[src/hw/rtl/bgu_pkg.sv]
// ----------------------------------------------------------------------------
// bgu_pkg
// Shared widths, codes, types and helpers of the bilinear grid upscaler.
// ----------------------------------------------------------------------------
package bgu_pkg;

	// Fixed field widths
	localparam int SAMPLE_W   = 16;
	localparam int DROW_W     = 13;
	localparam int DCOL_W     = 8;
	localparam int ROWS_REG_W = 11;
	localparam int COLS_REG_W = 6;
	localparam int CFG_DATA_W = 11;
	localparam int CFG_IDX_W  = 1;

	// Parameter defaults
	localparam int SCALE_DEF    = 5;
	localparam int MAX_COLS_DEF = 32;
	localparam int MAX_ROWS_DEF = 1024;

	// Register reset values
	localparam logic [ROWS_REG_W-1:0] SRC_ROWS_RST = ROWS_REG_W'(2);
	localparam logic [COLS_REG_W-1:0] SRC_COLS_RST = COLS_REG_W'(2);

	// Configuration register indexes
	typedef enum logic [CFG_IDX_W-1:0] {
		REG_SRC_ROWS,
		REG_SRC_COLS
	} cfg_reg_t;

	// Sequencer states
	typedef enum logic [1:0] {
		ST_IDLE,
		ST_LOAD,
		ST_PREP,
		ST_EMIT
	} state_t;

	// Side information of one destination point
	typedef struct packed {
		logic [DROW_W-1:0] row;
		logic [DCOL_W-1:0] col;
		logic              last;
	} pt_meta_t;

	// Width of the signed blend numerator: |num| <= 32768*S^2, plus rounding
	// offset, plus sign.
	function automatic int num_width(input int scale);
		int sq;
		sq = scale * scale;
		return $clog2(32768 * sq + (sq >> 1) + 1) + 1;
	endfunction

endpackage

[src/hw/rtl/bgu_round_div.sv]
// ----------------------------------------------------------------------------
// bgu_round_div
// Four-stage pipeline: divides the blend numerator by S^2 with rounding to
// nearest (ties away from zero) and holds the result transaction.
// ----------------------------------------------------------------------------
module bgu_round_div #(
	parameter int SCALE = bgu_pkg::SCALE_DEF
) (
	input  logic                                             clk,
	input  logic                                             arst_n,
	input  logic                                             pt_valid,
	input  logic signed [bgu_pkg::num_width(SCALE)-1:0]      pt_num,
	input  bgu_pkg::pt_meta_t                                pt_meta,
	output logic                                             adv,
	output logic                                             result_valid,
	input  logic                                             result_stall,
	output logic        [bgu_pkg::DROW_W-1:0]                dest_row,
	output logic        [bgu_pkg::DCOL_W-1:0]                dest_col,
	output logic signed [bgu_pkg::SAMPLE_W-1:0]              value,
	output logic                                             last
);

	localparam int NUM_W = bgu_pkg::num_width(SCALE);
	localparam int MAG_W = NUM_W - 1;
	localparam int PW    = 2 * MAG_W;
	localparam int QW    = bgu_pkg::SAMPLE_W;
	localparam int SQ    = SCALE * SCALE;
	localparam int RW    = $clog2(2 * SQ);
	localparam logic [MAG_W-1:0] HALF  = MAG_W'(SQ / 2);
	localparam logic [MAG_W-1:0] RECIP = MAG_W'((longint'(1) << MAG_W) / longint'(SQ));

	logic                     v_s1, v_s2, v_s3, out_valid_q;
	logic                     neg_s1, neg_s2, neg_s3;
	logic [MAG_W-1:0]         mag_s1, mag_s2;
	logic [QW-1:0]            q_s2, q_s3;
	logic [RW-1:0]            rem_s3;
	bgu_pkg::pt_meta_t        meta_s1, meta_s2, meta_s3, meta_q;
	logic signed [QW-1:0]     value_q;
	logic [PW-1:0]            prod;
	logic [MAG_W-1:0]         rem_full;
	logic [QW-1:0]            q_fix;

	// Whole pipeline moves when the output register is free or being taken
	assign adv = !out_valid_q || !result_stall;

	assign prod     = PW'(mag_s1) * PW'(RECIP);
	assign rem_full = mag_s2 - MAG_W'(q_s2 * SQ);
	assign q_fix    = q_s3 + QW'(rem_s3 >= RW'(SQ));

	// Valid bits
	always_ff @(posedge clk or negedge arst_n) begin
		if (!arst_n) begin
			v_s1        <= 1'b0;
			v_s2        <= 1'b0;
			v_s3        <= 1'b0;
			out_valid_q <= 1'b0;
		end else if (adv) begin
			v_s1        <= pt_valid;
			v_s2        <= v_s1;
			v_s3        <= v_s2;
			out_valid_q <= v_s3;
		end
	end

	// Data stages
	always_ff @(posedge clk) begin
		if (adv) begin
			// s1: magnitude plus half divisor
			neg_s1  <= pt_num[NUM_W-1];
			mag_s1  <= MAG_W'(pt_num[NUM_W-1] ? -pt_num : pt_num) + HALF;
			meta_s1 <= pt_meta;
			// s2: reciprocal estimate, at most one low
			neg_s2  <= neg_s1;
			mag_s2  <= mag_s1;
			q_s2    <= prod[MAG_W +: QW];
			meta_s2 <= meta_s1;
			// s3: remainder
			neg_s3  <= neg_s2;
			q_s3    <= q_s2;
			rem_s3  <= RW'(rem_full);
			meta_s3 <= meta_s2;
			// output: correction and sign
			value_q <= $signed(neg_s3 ? -q_fix : q_fix);
			meta_q  <= meta_s3;
		end
	end

	assign result_valid = out_valid_q;
	assign dest_row     = meta_q.row;
	assign dest_col     = meta_q.col;
	assign value        = value_q;
	assign last         = meta_q.last;

`ifndef SYNTHESIS
	// Reciprocal estimate never more than one below the true quotient
	a_rem_range: assert property (@(posedge clk) disable iff (!arst_n)
		v_s2 |-> (rem_full < MAG_W'(2 * SQ)))
		else $error("reciprocal estimate out of range");

	// A held output freezes every stage
	a_hold: assert property (@(posedge clk) disable iff (!arst_n)
		!adv |=> $stable({v_s1, v_s2, v_s3}))
		else $error("pipeline moved while output held");
`endif

endmodule

[src/hw/rtl/bgu_seq.sv]
// ----------------------------------------------------------------------------
// bgu_seq
// Line buffer, position counters and point sequencer. A closing sample reads
// the two upper corners, sets up incremental blend terms and walks the cell's
// destination points, one numerator per cycle while the divider advances.
// ----------------------------------------------------------------------------
module bgu_seq #(
	parameter int SCALE    = bgu_pkg::SCALE_DEF,
	parameter int MAX_COLS = bgu_pkg::MAX_COLS_DEF,
	parameter int MAX_ROWS = bgu_pkg::MAX_ROWS_DEF
) (
	input  logic                                        clk,
	input  logic                                        arst_n,
	input  logic                                        cfg_clear,
	input  logic        [$clog2(MAX_ROWS)-1:0]          rows_m1,
	input  logic        [$clog2(MAX_COLS)-1:0]          cols_m1,
	input  logic                                        sample_valid,
	output logic                                        sample_stall,
	input  logic signed [bgu_pkg::SAMPLE_W-1:0]         sample,
	input  logic                                        adv,
	output logic                                        pt_valid,
	output logic signed [bgu_pkg::num_width(SCALE)-1:0] pt_num,
	output bgu_pkg::pt_meta_t                           pt_meta
);

	localparam int NUM_W = bgu_pkg::num_width(SCALE);
	localparam int ROW_W = $clog2(MAX_ROWS);
	localparam int COL_W = $clog2(MAX_COLS);
	localparam int DW    = $clog2(SCALE + 1);
	localparam int SW    = bgu_pkg::SAMPLE_W;
	localparam logic signed [NUM_W-1:0] S_S  = NUM_W'(SCALE);
	localparam logic signed [NUM_W-1:0] SQ_S = NUM_W'(SCALE * SCALE);

	bgu_pkg::state_t st_q, st_d;

	// Line buffer
	logic signed [SW-1:0] line_mem [MAX_COLS];
	logic signed [SW-1:0] rd_a_q, rd_b_q;
	logic                 mem_we;
	logic [COL_W-1:0]     mem_waddr;
	logic signed [SW-1:0] mem_wdata;

	// Position state
	logic [COL_W-1:0]     col_q, c_eff, c_q;
	logic [ROW_W-1:0]     row_q, r_eff, r_q;
	logic signed [SW-1:0] prev_q, p2_q, p3_q;
	logic                 close, close_q, c_last_q, r_last_q;
	logic                 accept, emit, pt_last;

	// Blend terms
	logic signed [NUM_W-1:0] p0w_q, d01_q, d02_q, dstep_q;
	logic signed [NUM_W-1:0] acc_q, rowbase_q, rowstep_q, diff_q;
	logic [DW-1:0]           dx_q, dy_q, dx_max, dy_max;
	logic [bgu_pkg::DROW_W-1:0] drow_q;
	logic [bgu_pkg::DCOL_W-1:0] dcol_q, col_base_q;

	// Current position, saturated into the grid
	assign c_eff  = (col_q > cols_m1) ? cols_m1 : col_q;
	assign r_eff  = (row_q > rows_m1) ? rows_m1 : row_q;
	assign close  = (c_eff != '0) && (r_eff != '0);

	assign sample_stall = (st_q != bgu_pkg::ST_IDLE);
	assign accept       = sample_valid && (st_q == bgu_pkg::ST_IDLE);

	assign dx_max  = c_last_q ? DW'(SCALE) : DW'(SCALE - 1);
	assign dy_max  = r_last_q ? DW'(SCALE) : DW'(SCALE - 1);
	assign pt_last = (dx_q == dx_max) && (dy_q == dy_max);
	assign pt_valid = (st_q == bgu_pkg::ST_EMIT);
	assign emit     = pt_valid && adv;
	assign pt_num   = acc_q;

	always_comb begin
		pt_meta.row  = drow_q;
		pt_meta.col  = dcol_q;
		pt_meta.last = pt_last;
	end

	// Next state and line buffer write port
	always_comb begin
		st_d      = st_q;
		mem_we    = 1'b0;
		mem_waddr = COL_W'(c_eff - 1'b1);
		mem_wdata = prev_q;
		case (st_q)
			bgu_pkg::ST_IDLE: begin
				if (accept) begin
					st_d   = bgu_pkg::ST_LOAD;
					mem_we = (c_eff != '0);
				end
			end
			bgu_pkg::ST_LOAD: begin
				// Last column also stores the new sample at its own slot
				mem_we    = c_last_q;
				mem_waddr = c_q;
				mem_wdata = p3_q;
				st_d      = close_q ? bgu_pkg::ST_PREP : bgu_pkg::ST_IDLE;
			end
			bgu_pkg::ST_PREP: begin
				st_d = bgu_pkg::ST_EMIT;
			end
			bgu_pkg::ST_EMIT: begin
				if (emit && pt_last) st_d = bgu_pkg::ST_IDLE;
			end
			default: begin
				st_d = bgu_pkg::ST_IDLE;
			end
		endcase
	end

	// Line buffer: reads return contents from before this cycle's write
	always_ff @(posedge clk) begin
		if (mem_we) line_mem[mem_waddr] <= mem_wdata;
		if (accept) begin
			rd_a_q <= line_mem[COL_W'(c_eff - 1'b1)];
			rd_b_q <= line_mem[c_eff];
		end
	end

	// Control state
	always_ff @(posedge clk or negedge arst_n) begin
		if (!arst_n) begin
			st_q   <= bgu_pkg::ST_IDLE;
			col_q  <= '0;
			row_q  <= '0;
			prev_q <= '0;
		end else begin
			st_q <= st_d;
			if (cfg_clear) begin
				col_q <= '0;
				row_q <= '0;
			end else if (accept) begin
				prev_q <= sample;
				if (c_eff == cols_m1) begin
					col_q <= '0;
					row_q <= (r_eff == rows_m1) ? '0 : ROW_W'(r_eff + 1'b1);
				end else begin
					col_q <= COL_W'(c_eff + 1'b1);
					row_q <= r_eff;
				end
			end
		end
	end

	// Cell setup and point walk
	always_ff @(posedge clk) begin
		case (st_q)
			bgu_pkg::ST_IDLE: begin
				if (accept) begin
					c_q      <= c_eff;
					r_q      <= r_eff;
					p2_q     <= prev_q;
					p3_q     <= sample;
					close_q  <= close;
					c_last_q <= (c_eff == cols_m1);
					r_last_q <= (r_eff == rows_m1);
				end
			end
			bgu_pkg::ST_LOAD: begin
				p0w_q   <= NUM_W'(rd_a_q);
				d01_q   <= NUM_W'(rd_b_q) - NUM_W'(rd_a_q);
				d02_q   <= NUM_W'(p2_q) - NUM_W'(rd_a_q);
				dstep_q <= NUM_W'(p3_q) - NUM_W'(rd_b_q) - NUM_W'(p2_q) + NUM_W'(rd_a_q);
			end
			bgu_pkg::ST_PREP: begin
				acc_q      <= p0w_q * SQ_S;
				rowbase_q  <= p0w_q * SQ_S;
				diff_q     <= d01_q * S_S;
				rowstep_q  <= d02_q * S_S;
				dx_q       <= '0;
				dy_q       <= '0;
				drow_q     <= bgu_pkg::DROW_W'((r_q - 1'b1) * SCALE);
				dcol_q     <= bgu_pkg::DCOL_W'((c_q - 1'b1) * SCALE);
				col_base_q <= bgu_pkg::DCOL_W'((c_q - 1'b1) * SCALE);
			end
			bgu_pkg::ST_EMIT: begin
				if (emit) begin
					if (dx_q == dx_max) begin
						dx_q      <= '0;
						dy_q      <= dy_q + 1'b1;
						rowbase_q <= rowbase_q + rowstep_q;
						acc_q     <= rowbase_q + rowstep_q;
						diff_q    <= diff_q + dstep_q;
						drow_q    <= drow_q + 1'b1;
						dcol_q    <= col_base_q;
					end else begin
						dx_q   <= dx_q + 1'b1;
						acc_q  <= acc_q + diff_q;
						dcol_q <= dcol_q + 1'b1;
					end
				end
			end
			default: begin
			end
		endcase
	end

`ifndef SYNTHESIS
	// Column position stays inside the configured grid
	a_col_range: assert property (@(posedge clk) disable iff (!arst_n)
		col_q <= cols_m1)
		else $error("column counter outside grid");

	// A closing sample goes through the corner load and setup cycles
	a_close_seq: assert property (@(posedge clk) disable iff (!arst_n)
		accept && close |=> st_q == bgu_pkg::ST_LOAD ##1 st_q == bgu_pkg::ST_PREP)
		else $error("closing sample skipped setup");

	// The point marked last ends the walk
	a_last_ends: assert property (@(posedge clk) disable iff (!arst_n)
		emit && pt_last |=> st_q == bgu_pkg::ST_IDLE)
		else $error("walk continued past last point");

	// Walk offsets never pass the cell edge
	a_walk_range: assert property (@(posedge clk) disable iff (!arst_n)
		pt_valid |-> (dx_q <= dx_max) && (dy_q <= dy_max))
		else $error("walk offset beyond cell");
`endif

endmodule

[src/hw/rtl/bilinear_grid_upscaler_unit.sv]
// ----------------------------------------------------------------------------
// bilinear_grid_upscaler_unit
// Upsamples a row-major source grid by SCALE with bilinear blending in Q8.8.
// ----------------------------------------------------------------------------
//  channel  dir  handshake                      payload
//  sample   in   sample_valid / sample_stall    sample
//  result   out  result_valid / result_stall    dest_row, dest_col, value, last
//  cfg      in   cfg_wen                        cfg_index, cfg_wdata
//
//  A closing sample holds the input through accept, ST_LOAD (corner read),
//  ST_PREP (setup) and the walk of SCALE^2 up to (SCALE+1)^2 points, one per
//  cycle unless the output stalls; others through accept and ST_LOAD, where
//  the last column also writes its sample to the line buffer. Results leave
//  a four-stage rounding divider; a stalled output holds the whole divider
//  and the walk. Reset clears counters, the previous sample, state and valid
//  registers; the line buffer is not cleared and needs no sweep.
// ----------------------------------------------------------------------------
module bilinear_grid_upscaler_unit #(
	parameter int SCALE    = bgu_pkg::SCALE_DEF,
	parameter int MAX_COLS = bgu_pkg::MAX_COLS_DEF,
	parameter int MAX_ROWS = bgu_pkg::MAX_ROWS_DEF
) (
	input  logic                                clk,
	input  logic                                arst_n,
	input  logic                                cfg_wen,
	input  logic [bgu_pkg::CFG_IDX_W-1:0]       cfg_index,
	input  logic [bgu_pkg::CFG_DATA_W-1:0]      cfg_wdata,
	input  logic                                sample_valid,
	output logic                                sample_stall,
	input  logic signed [bgu_pkg::SAMPLE_W-1:0] sample,
	output logic                                result_valid,
	input  logic                                result_stall,
	output logic [bgu_pkg::DROW_W-1:0]          dest_row,
	output logic [bgu_pkg::DCOL_W-1:0]          dest_col,
	output logic signed [bgu_pkg::SAMPLE_W-1:0] value,
	output logic                                last
);

	localparam int NUM_W = bgu_pkg::num_width(SCALE);
	localparam int ROW_W = $clog2(MAX_ROWS);
	localparam int COL_W = $clog2(MAX_COLS);

	logic [bgu_pkg::ROWS_REG_W-1:0] src_rows_q;
	logic [bgu_pkg::COLS_REG_W-1:0] src_cols_q;
	logic [ROW_W-1:0]               rows_m1;
	logic [COL_W-1:0]               cols_m1;
	logic                           adv, pt_valid;
	logic signed [NUM_W-1:0]        pt_num;
	bgu_pkg::pt_meta_t              pt_meta;

	// Configuration registers
	always_ff @(posedge clk or negedge arst_n) begin
		if (!arst_n) begin
			src_rows_q <= bgu_pkg::SRC_ROWS_RST;
			src_cols_q <= bgu_pkg::SRC_COLS_RST;
		end else if (cfg_wen) begin
			case (bgu_pkg::cfg_reg_t'(cfg_index))
				bgu_pkg::REG_SRC_ROWS: src_rows_q <= cfg_wdata[bgu_pkg::ROWS_REG_W-1:0];
				bgu_pkg::REG_SRC_COLS: src_cols_q <= cfg_wdata[bgu_pkg::COLS_REG_W-1:0];
				default: begin
				end
			endcase
		end
	end

	// Saturated grid size, kept as last index
	always_comb begin
		if (src_rows_q < bgu_pkg::ROWS_REG_W'(2))
			rows_m1 = ROW_W'(1);
		else if (src_rows_q > MAX_ROWS)
			rows_m1 = ROW_W'(MAX_ROWS - 1);
		else
			rows_m1 = ROW_W'(src_rows_q - 1'b1);

		if (src_cols_q < bgu_pkg::COLS_REG_W'(2))
			cols_m1 = COL_W'(1);
		else if (src_cols_q > MAX_COLS)
			cols_m1 = COL_W'(MAX_COLS - 1);
		else
			cols_m1 = COL_W'(src_cols_q - 1'b1);
	end

	bgu_seq #(
		.SCALE    (SCALE),
		.MAX_COLS (MAX_COLS),
		.MAX_ROWS (MAX_ROWS)
	) u_seq (
		.clk          (clk),
		.arst_n       (arst_n),
		.cfg_clear    (cfg_wen),
		.rows_m1      (rows_m1),
		.cols_m1      (cols_m1),
		.sample_valid (sample_valid),
		.sample_stall (sample_stall),
		.sample       (sample),
		.adv          (adv),
		.pt_valid     (pt_valid),
		.pt_num       (pt_num),
		.pt_meta      (pt_meta)
	);

	bgu_round_div #(
		.SCALE (SCALE)
	) u_div (
		.clk          (clk),
		.arst_n       (arst_n),
		.pt_valid     (pt_valid),
		.pt_num       (pt_num),
		.pt_meta      (pt_meta),
		.adv          (adv),
		.result_valid (result_valid),
		.result_stall (result_stall),
		.dest_row     (dest_row),
		.dest_col     (dest_col),
		.value        (value),
		.last         (last)
	);

endmodule
[config.mk]
export PLATFORM = sky130hd
export DESIGN_NAME = bilinear_grid_upscaler_unit
export DESIGN_NICKNAME = d
export VERILOG_FILES = /design/src/hw/rtl/bgu_pkg.sv /design/src/hw/rtl/bgu_round_div.sv /design/src/hw/rtl/bgu_seq.sv /design/src/hw/rtl/bilinear_grid_upscaler_unit.sv
export SDC_FILE = /design/constraint.sdc
export NUM_CORES = 2
export LEC_CHECK = 0
export BUFFER_PORTS_ARGS = -buffer_cell sky130_fd_sc_hd__buf_2
export CORE_MARGIN = 10
export CORE_UTILIZATION = 25
export DETAILED_ROUTE_END_ITERATION = 12
export HOLD_SLACK_MARGIN = 0.15
export PLACE_DENSITY = 0.36
export RECOVER_POWER = 100
export SLEW_MARGIN = 10
export SYNTH_ARGS = -nofsm -noshare
export SYNTH_HDL_FRONTEND = slang
export SYNTH_HIERARCHICAL = 1
export SYNTH_SLANG_ARGS = --single-unit
[constraint.sdc]
create_clock -name clk -period 8 [get_ports clk]
set_input_delay 0 -clock clk [delete_from_list [all_inputs] [get_ports clk]]
set_output_delay 0 -clock clk [all_outputs]
set_load 0.005 [all_outputs]
Word level (Yosys, flattened, before mapping)
Memories as Yosys holds them, arrays and structs flattened. A register that Yosys moved wholly into a read port is not among the register bits.
Index checks and enable logic that the tools add are counted.
{"block": "totals", "regBits": 473, "output_inout_bits": 40, "ramBits": 512, "memories": 1}
{"memory": "u_seq.line_mem", "words": 32, "word_bits": 16, "rd": 2, "rd_clocked_by_memory_dff": 2, "wr": 1, "line_no": "bgu_seq.sv:37", "source": "logic signed [SW-1:0] line_mem [MAX_COLS];"}
{"block": "classes", "n_bitwise": 2, "magnitude_cmp": 7, "addsub": 24, "n_eq_ne": 11, "reduce_logical": 21, "muxes": 48, "mul": 7}
{"cell": "21-bit two-way mux", "n": 6}
{"cell": "21-bit one-hot mux with 2 select lines", "n": 3}
{"cell": "10-bit two-way mux", "n": 7}
{"cell": "21-bit adder", "n": 3}
{"cell": "16-bit by 16-bit subtractor with 17-bit output", "n": 3}
{"cell": "21-bit by 4-bit multiplier with 21-bit output (second input constant)", "n": 2}
{"cell": "20-bit by 16-bit multiplier with 36-bit output (second input constant)", "n": 1}
{"cell": "5-bit two-way mux", "n": 7}
{"cell": "32-bit by 3-bit multiplier with 13-bit output (second input constant)", "n": 1}
{"cell": "32-bit by 3-bit multiplier with 8-bit output (second input constant)", "n": 1}
{"cell": "16-bit two-way mux", "n": 2}
{"cell": "13-bit two-way mux", "n": 2}
{"cell": "13-bit one-hot mux with 2 select lines", "n": 1}
{"cell": "21-bit by 16-bit adder with 21-bit output", "n": 1}
{"cell": "16-bit by 6-bit multiplier with 21-bit output (second input constant)", "n": 1}
{"cell": "20-bit by 4-bit adder with 20-bit output (second input constant)", "n": 1}
{"cell": "20-bit two-way mux", "n": 1}
{"cell": "20-bit negation", "n": 1}
{"cell": "17-bit by 16-bit subtractor with 18-bit output", "n": 1}
{"cell": "16-bit by 1-bit adder with 16-bit output", "n": 1}
{"cell": "16-bit by 5-bit multiplier with 6-bit output (second input constant)", "n": 1}
{"cell": "8-bit two-way mux", "n": 2}
{"cell": "16-bit negation", "n": 1}
{"cell": "8-bit one-hot mux with 2 select lines", "n": 1}
{"cell": "40 further kinds", "n": 69}

Depth between registers and ports, before layout
{"block": "depth", "ltp_word": 10, "depth_mapped": 26, "mapped_depth_nobuf": 22}

Modules after synthesis
Netlist, hierarchy kept.
{"module": "bgu_seq", "cells_each": 4238, "n_inst": 1, "area_per_inst_um2": 46544.6}
{"module": "bgu_round_div", "cells_each": 1302, "n_inst": 1, "area_per_inst_um2": 14637.8}
{"module": "bilinear_grid_upscaler_unit", "cells_each": 99, "n_inst": 1, "area_per_inst_um2": 1021.0}

Least setup slack after synthesis
OpenSTA, ideal clock, no wires.
{"block": "synth_path", "path_kind": "reg-to-reg", "startpoint": "register u_div.out_valid_q (netlist: u_div/result_valid)", "endpoint": "register u_seq.diff_q[0], enable pin", "required_time_ps": 7579, "path_buffers": 0, "path_stages_with_launch": 5, "path_slack_ps": -769, "setup_ps": 421, "arrival_ps": 8347, "cell_sequence": "dfrtp_1 > nand2_1 > inv_1 > a21boi_0 > and2_1"}
{"block": "synth_via", "elab_chain_cells": 5}
{"element": "from (decl)", "line_no": "bgu_round_div.sv:32", "source": "logic v_s1, v_s2, v_s3, out_valid_q;"}
{"element": "from (signal assigned)", "line_no": "bgu_round_div.sv:61", "source": "out_valid_q <= v_s3;"}
{"element": "1-bit zero test", "line_no": "bgu_round_div.sv:44", "source": "assign adv = !out_valid_q || !result_stall;"}
{"element": "1-bit logical OR", "line_no": "bgu_round_div.sv:44"}
{"element": "named net adv", "line_no": "bilinear_grid_upscaler_unit.sv:47", "source": "logic adv, pt_valid;"}
{"element": "1-bit logical AND", "line_no": "bgu_seq.sv:69", "source": "assign emit = pt_valid && adv;"}
{"element": "2-bit != test (no source line)"}
{"element": "3-bit AND reduction (no source line)"}
{"element": "to (signal assigned)", "line_no": "bgu_seq.sv:167", "source": "diff_q <= d01_q * S_S;"}
{"element": "to (signal assigned)", "line_no": "bgu_seq.sv:182", "source": "diff_q <= diff_q + dstep_q;"}
{"element": "to (decl)", "line_no": "bgu_seq.sv:52", "source": "logic signed [NUM_W-1:0] acc_q, rowbase_q, rowstep_q, diff_q;"}
The timed path passes the listed nets, and every way through them passes these cells.
A chain may end at the register's enable or synchronous reset.

Worst setup path after layout
{"block": "layout_path", "startpoint": "register src_cols_q[2] (netlist bit)", "endpoint": "memory u_seq/line_mem[24][12] (netlist bit), enable pin"}
{"block": "layout_via", "elab_chain_cells": 10, "elab_cells_between_ends": 14, "cone_classes": "2 x add/sub; 3 x order compare; 8 x mux; 1 x reduce/logical"}
{"element": "from (decl)", "line_no": "bilinear_grid_upscaler_unit.sv:44", "source": "logic [bgu_pkg::COLS_REG_W-1:0] src_cols_q;"}
{"element": "from (signal assigned)", "line_no": "bilinear_grid_upscaler_unit.sv:55", "source": "src_cols_q <= bgu_pkg::SRC_COLS_RST;"}
{"element": "from (signal assigned)", "line_no": "bilinear_grid_upscaler_unit.sv:59", "source": "bgu_pkg::REG_SRC_COLS: src_cols_q <= cfg_wdata[bgu_pkg::COLS_REG_W-1:0];"}
{"element": "5-bit by 1-bit subtractor with 5-bit output / 6-bit greater-than comparator (equally long branches)", "line_no": "bilinear_grid_upscaler_unit.sv:80, bilinear_grid_upscaler_unit.sv:77"}
{"element": "5-bit two-way mux", "line_no": "bilinear_grid_upscaler_unit.sv:77", "source": "else if (src_cols_q > MAX_COLS)"}
{"element": "5-bit two-way mux (*)", "line_no": "bilinear_grid_upscaler_unit.sv:75", "source": "if (src_cols_q < bgu_pkg::COLS_REG_W'(2))"}
{"element": "named net cols_m1[2]", "line_no": "bilinear_grid_upscaler_unit.sv:46", "source": "logic [COL_W-1:0] cols_m1;"}
{"element": "5-bit greater-than comparator", "line_no": "bgu_seq.sv:58", "source": "assign c_eff = (col_q > cols_m1) ? cols_m1 : col_q;"}
{"element": "5-bit two-way mux (*)", "line_no": "bgu_seq.sv:58"}
{"element": "5-bit nonzero test", "line_no": "bgu_seq.sv:88", "source": "mem_we = (c_eff != '0);"}
{"element": "1-bit two-way mux", "line_no": "bgu_seq.sv:86", "source": "if (accept) begin"}
{"element": "1-bit one-hot mux with 2 select lines", "line_no": "bgu_seq.sv:84", "source": "case (st_q)"}
{"element": "1-bit two-way mux", "line_no": "bgu_seq.sv:112", "source": "if (mem_we) line_mem[mem_waddr] <= mem_wdata;"}
{"element": "1-bit two-way mux (not written as such)", "line_no": "bgu_seq.sv:112"}
{"element": "to (decl)", "line_no": "bgu_seq.sv:37"}
The timed path passes the listed nets; every way through them passes the cells marked *.

==> impl_metrics.ini <==
[run_status]
outcome = finished, violations left
failed_checks = max-capacitance violations, max-slew violations

[logic_synthesis]
synthFlopType = edfxtp_1
synth.area.mux_share_pct = 4.85
syn-instance-count = 5639
synth.distinct_cells = 94
synth_top_area_share_pct = 46.0
postSynthAreaPerCell_um2 = 11.0
synth_compound_area_share_pct = 10.9
yosys-top-cells-count = edfxtp_1, nand2_1, inv_1
yosysSeqAreaShare_pct = 48.2
synthDominantAreaCellType = edfxtp_1
synth_xor_area_share_pct = 4.28
yosys.area_share.adder_pct = 15.4
ys_top_cells_by_area = edfxtp_1, ha_1, fa_1, nand2_1, mux2i_1
ys_async_sr_fraction_pct = 5.36
ys_seq_elements = 1007
synth.most_common_cell = edfxtp_1
synth_top_family_by_area = adder cells
yosysWarnings = 6
synth_fp_nets = 6322
synth_edf_count = 953
synth-simple-area-share_pct = 12.0
syn_area_mm2 = 0.0622

[sta]
max_slew_margin_pct = -212
layout_setup_ws_ns = 0.955
hold_violations = 0
min_period_over_period_pct = 88.1
rsz0062_at_grt = false
period_minus_slack_ns = 7.05
tns_ns = 0
worst_slew_pin_slew_ns = 4.63
drv_slew = 1239
fmax_mhz = 142
finClkSkew_ns = 0.0477
setup_violations = 0

[cells_and_area]
area_delta_synth_final_pct = 15.2
nNetsFinal = 6473
drive_above_1_share_pct = 7.63
final_cells = 9233
multi_input_comb_area_mm2 = 0.0296
register_area_mm2 = 0.0300
fillers = 25600
final_core_util_pct = 28.9

[critical_path]
cpMostUsedCell = nand2_1
critPathMaxFanout = 32
required_ns = 8.47
crit_chain = or4_1, o21ai_0, a21oi_1, inv_1, ha_1, and3_1, and3_4, a31oi_1, mux2i_4, ha_4, nand2_1, o32ai_1, nand2_1, nor2_1, buf_4
worst_path_largest_cell_delay_ns = 1.03
worstSetupStartpointType = register
cp.buffers_inverters = 2
crit_family = simple AND/OR/NAND/NOR gates
critPathKind = reg -> reg
crit_slowest_cell = nor2_1
worst_setup_path_end_kind = register
arrival_ns = 7.52

[cts]
clkSinkCount = 1007
clk_path_buf_depth = 3
path_clk_slew_ns = 0.06
htreeDepth = 4
cts_resized = 0
cts_buffers = 135
cts_tree = done
root_buffer = clkbuf_16
clock_latency_ns = 0.77

[placed_design]
gp_congestion = 0.808
pre_cts_slack_ns = 1.57
io_buffers = 72
place_hpwl_um = 149000
placed_cells = 8909

[floorplan]
die_h_um = 519
die_area_mm2 = 0.269
die_w_um = 519
initial_utilization_pct = 25.1
core_area_mm2 = 0.248
pin_count = 73
fp-row-count = 183

[global_routing]
overflow = 0
grt_max_degree = 142
antenna_found_initial = 11
grt_pass1_vias = 44300
grt_pass1_wl_um = 305000
grt.total_usage_pct = 14.9

[job]
maxCapViolCount = 33

[route]
drc_errors = 0
vias = 43700
drt_iter0_drc = 2685
viasPerCell = 4.73
postRouteAntennaNets = 0
wl_um = 208000
post_drt_wl_per_cell_um = 22.5
first_pass_iters = 5

[worst_hold_path]
holdCritPathClass = in -> reg
area by class of cell:
class,instances,share of cell area [%]
clock buffer,180,5.09
inverter,476,2.51
timing repair buffer,247,2.45
tap,3330,5.82
multi-input combinational,3923,41.3
clock inverter,67,0.957
sequential,1007,41.8
antenna,3,0.0105
layout by cell type, fill, tap and decap left out, types with 103 or more instances in the layout:
| cell | n |
|---|---|
| edfxtp_1 | 953 |
| nand2_1 | 821 |
| inv_1 | 469 |
| ha_1 | 460 |
| a21oi_1 | 251 |
| nand3_1 | 219 |
| o21ai_0 | 219 |
| mux2i_1 | 201 |
| xnor2_1 | 197 |
| fa_1 | 189 |
| nor2_1 | 168 |
| clkbuf_16 | 137 |
| clkbuf_1 | 120 |
| a31oi_1 | 120 |
| xor2_1 | 105 |
| nor3_1 | 103 |
logic make-up (layout without fill, tap and decap cells):
logic type	count (synthesis)	after routing
AOI/OAI and AO/OA	1046	1046
DFF	1007	1007
adders and majority gates	650	650
other	0	3
xor gates and xnor gates	303	303
buffers and inverters	709	970
muxes	290	290
and+or+nand+nor	1634	1634
tightest hold or removal path: cells and delay by family:
| kind | cells | cell delay [ns] |
|---|---|---|
| buffers and inverters | 2 | 0.65 |
| multiplexers | 1 | 0.20 |
| AND/OR/NAND/NOR | 1 | 0.21 |
layer usage:
| metal | vias up | track usage, % | share of wire [%] |
|---|---|---|---|
| met3 | 216 | 1.85 | 3.0 |
| li1 | 20700 | - | - |
| met4 | 0 | 3.62 | 2.2 |
| met5 | - | 0 | 0 |
| met1 | 21900 | 19.5 | 46 |
| met2 | 782 | 26.2 | 49 |
registers in the layout, indices dropped and copies added, names as in the netlist, 17 cells and up, named ones only:
register         count
u_seq/line_mem     512
u_div/meta_s1       22
u_div/meta_s2       22
u_div/meta_s3       22
u_seq/diff_q        21
u_seq/pt_num        21
u_seq/rowbase_q     21
u_seq/rowstep_q     21
u_div/mag_s1        20
u_seq/dstep_q       19
u_seq/d01_q         17
u_seq/d02_q         17
path summary, 6_finish.rpt:
check / start / endpoint / slack (ns) / depth (start not counted)
setup / recovery: src_cols_q[2] / u_seq/line_mem[24][12] / 0.95 / 15
hold / removal: cfg_index / src_cols_q[5] / 0.32 / 4
setup reg to reg: src_cols_q[2] / u_seq/line_mem[24][12] / 0.95 / 15
hold reg to reg: u_div/meta_s3[2] / u_div/dest_col[1] / 0.41 / 0
max in group asynchronous: arst_n / u_seq/prev_q[13] / 5.14 / 4
min in group asynchronous: arst_n / src_rows_q[5] / 1.37 / 4
stage by stage:
step / instance area (µm²) / hold slack [ns]
final: 71700 / 0.318
after global routing: 71600 / 0.318
after CTS: 72100 / 0.202
after detailed placement: 67000 / 0.0526
after global placement: 67000 / 0.0405
after floorplan: 62200 / -0.296
repair_timing:
item                                   4_1_cts  5_1_grt
buffers inserted                             0        0
setup endpoints to repair                    0        0
endpoints found under the hold margin      198        0
hold buffers                                74        0
Power is not shown: default switching activity piles up to over one toggle a cycle in this logic, so the estimate is an artifact.
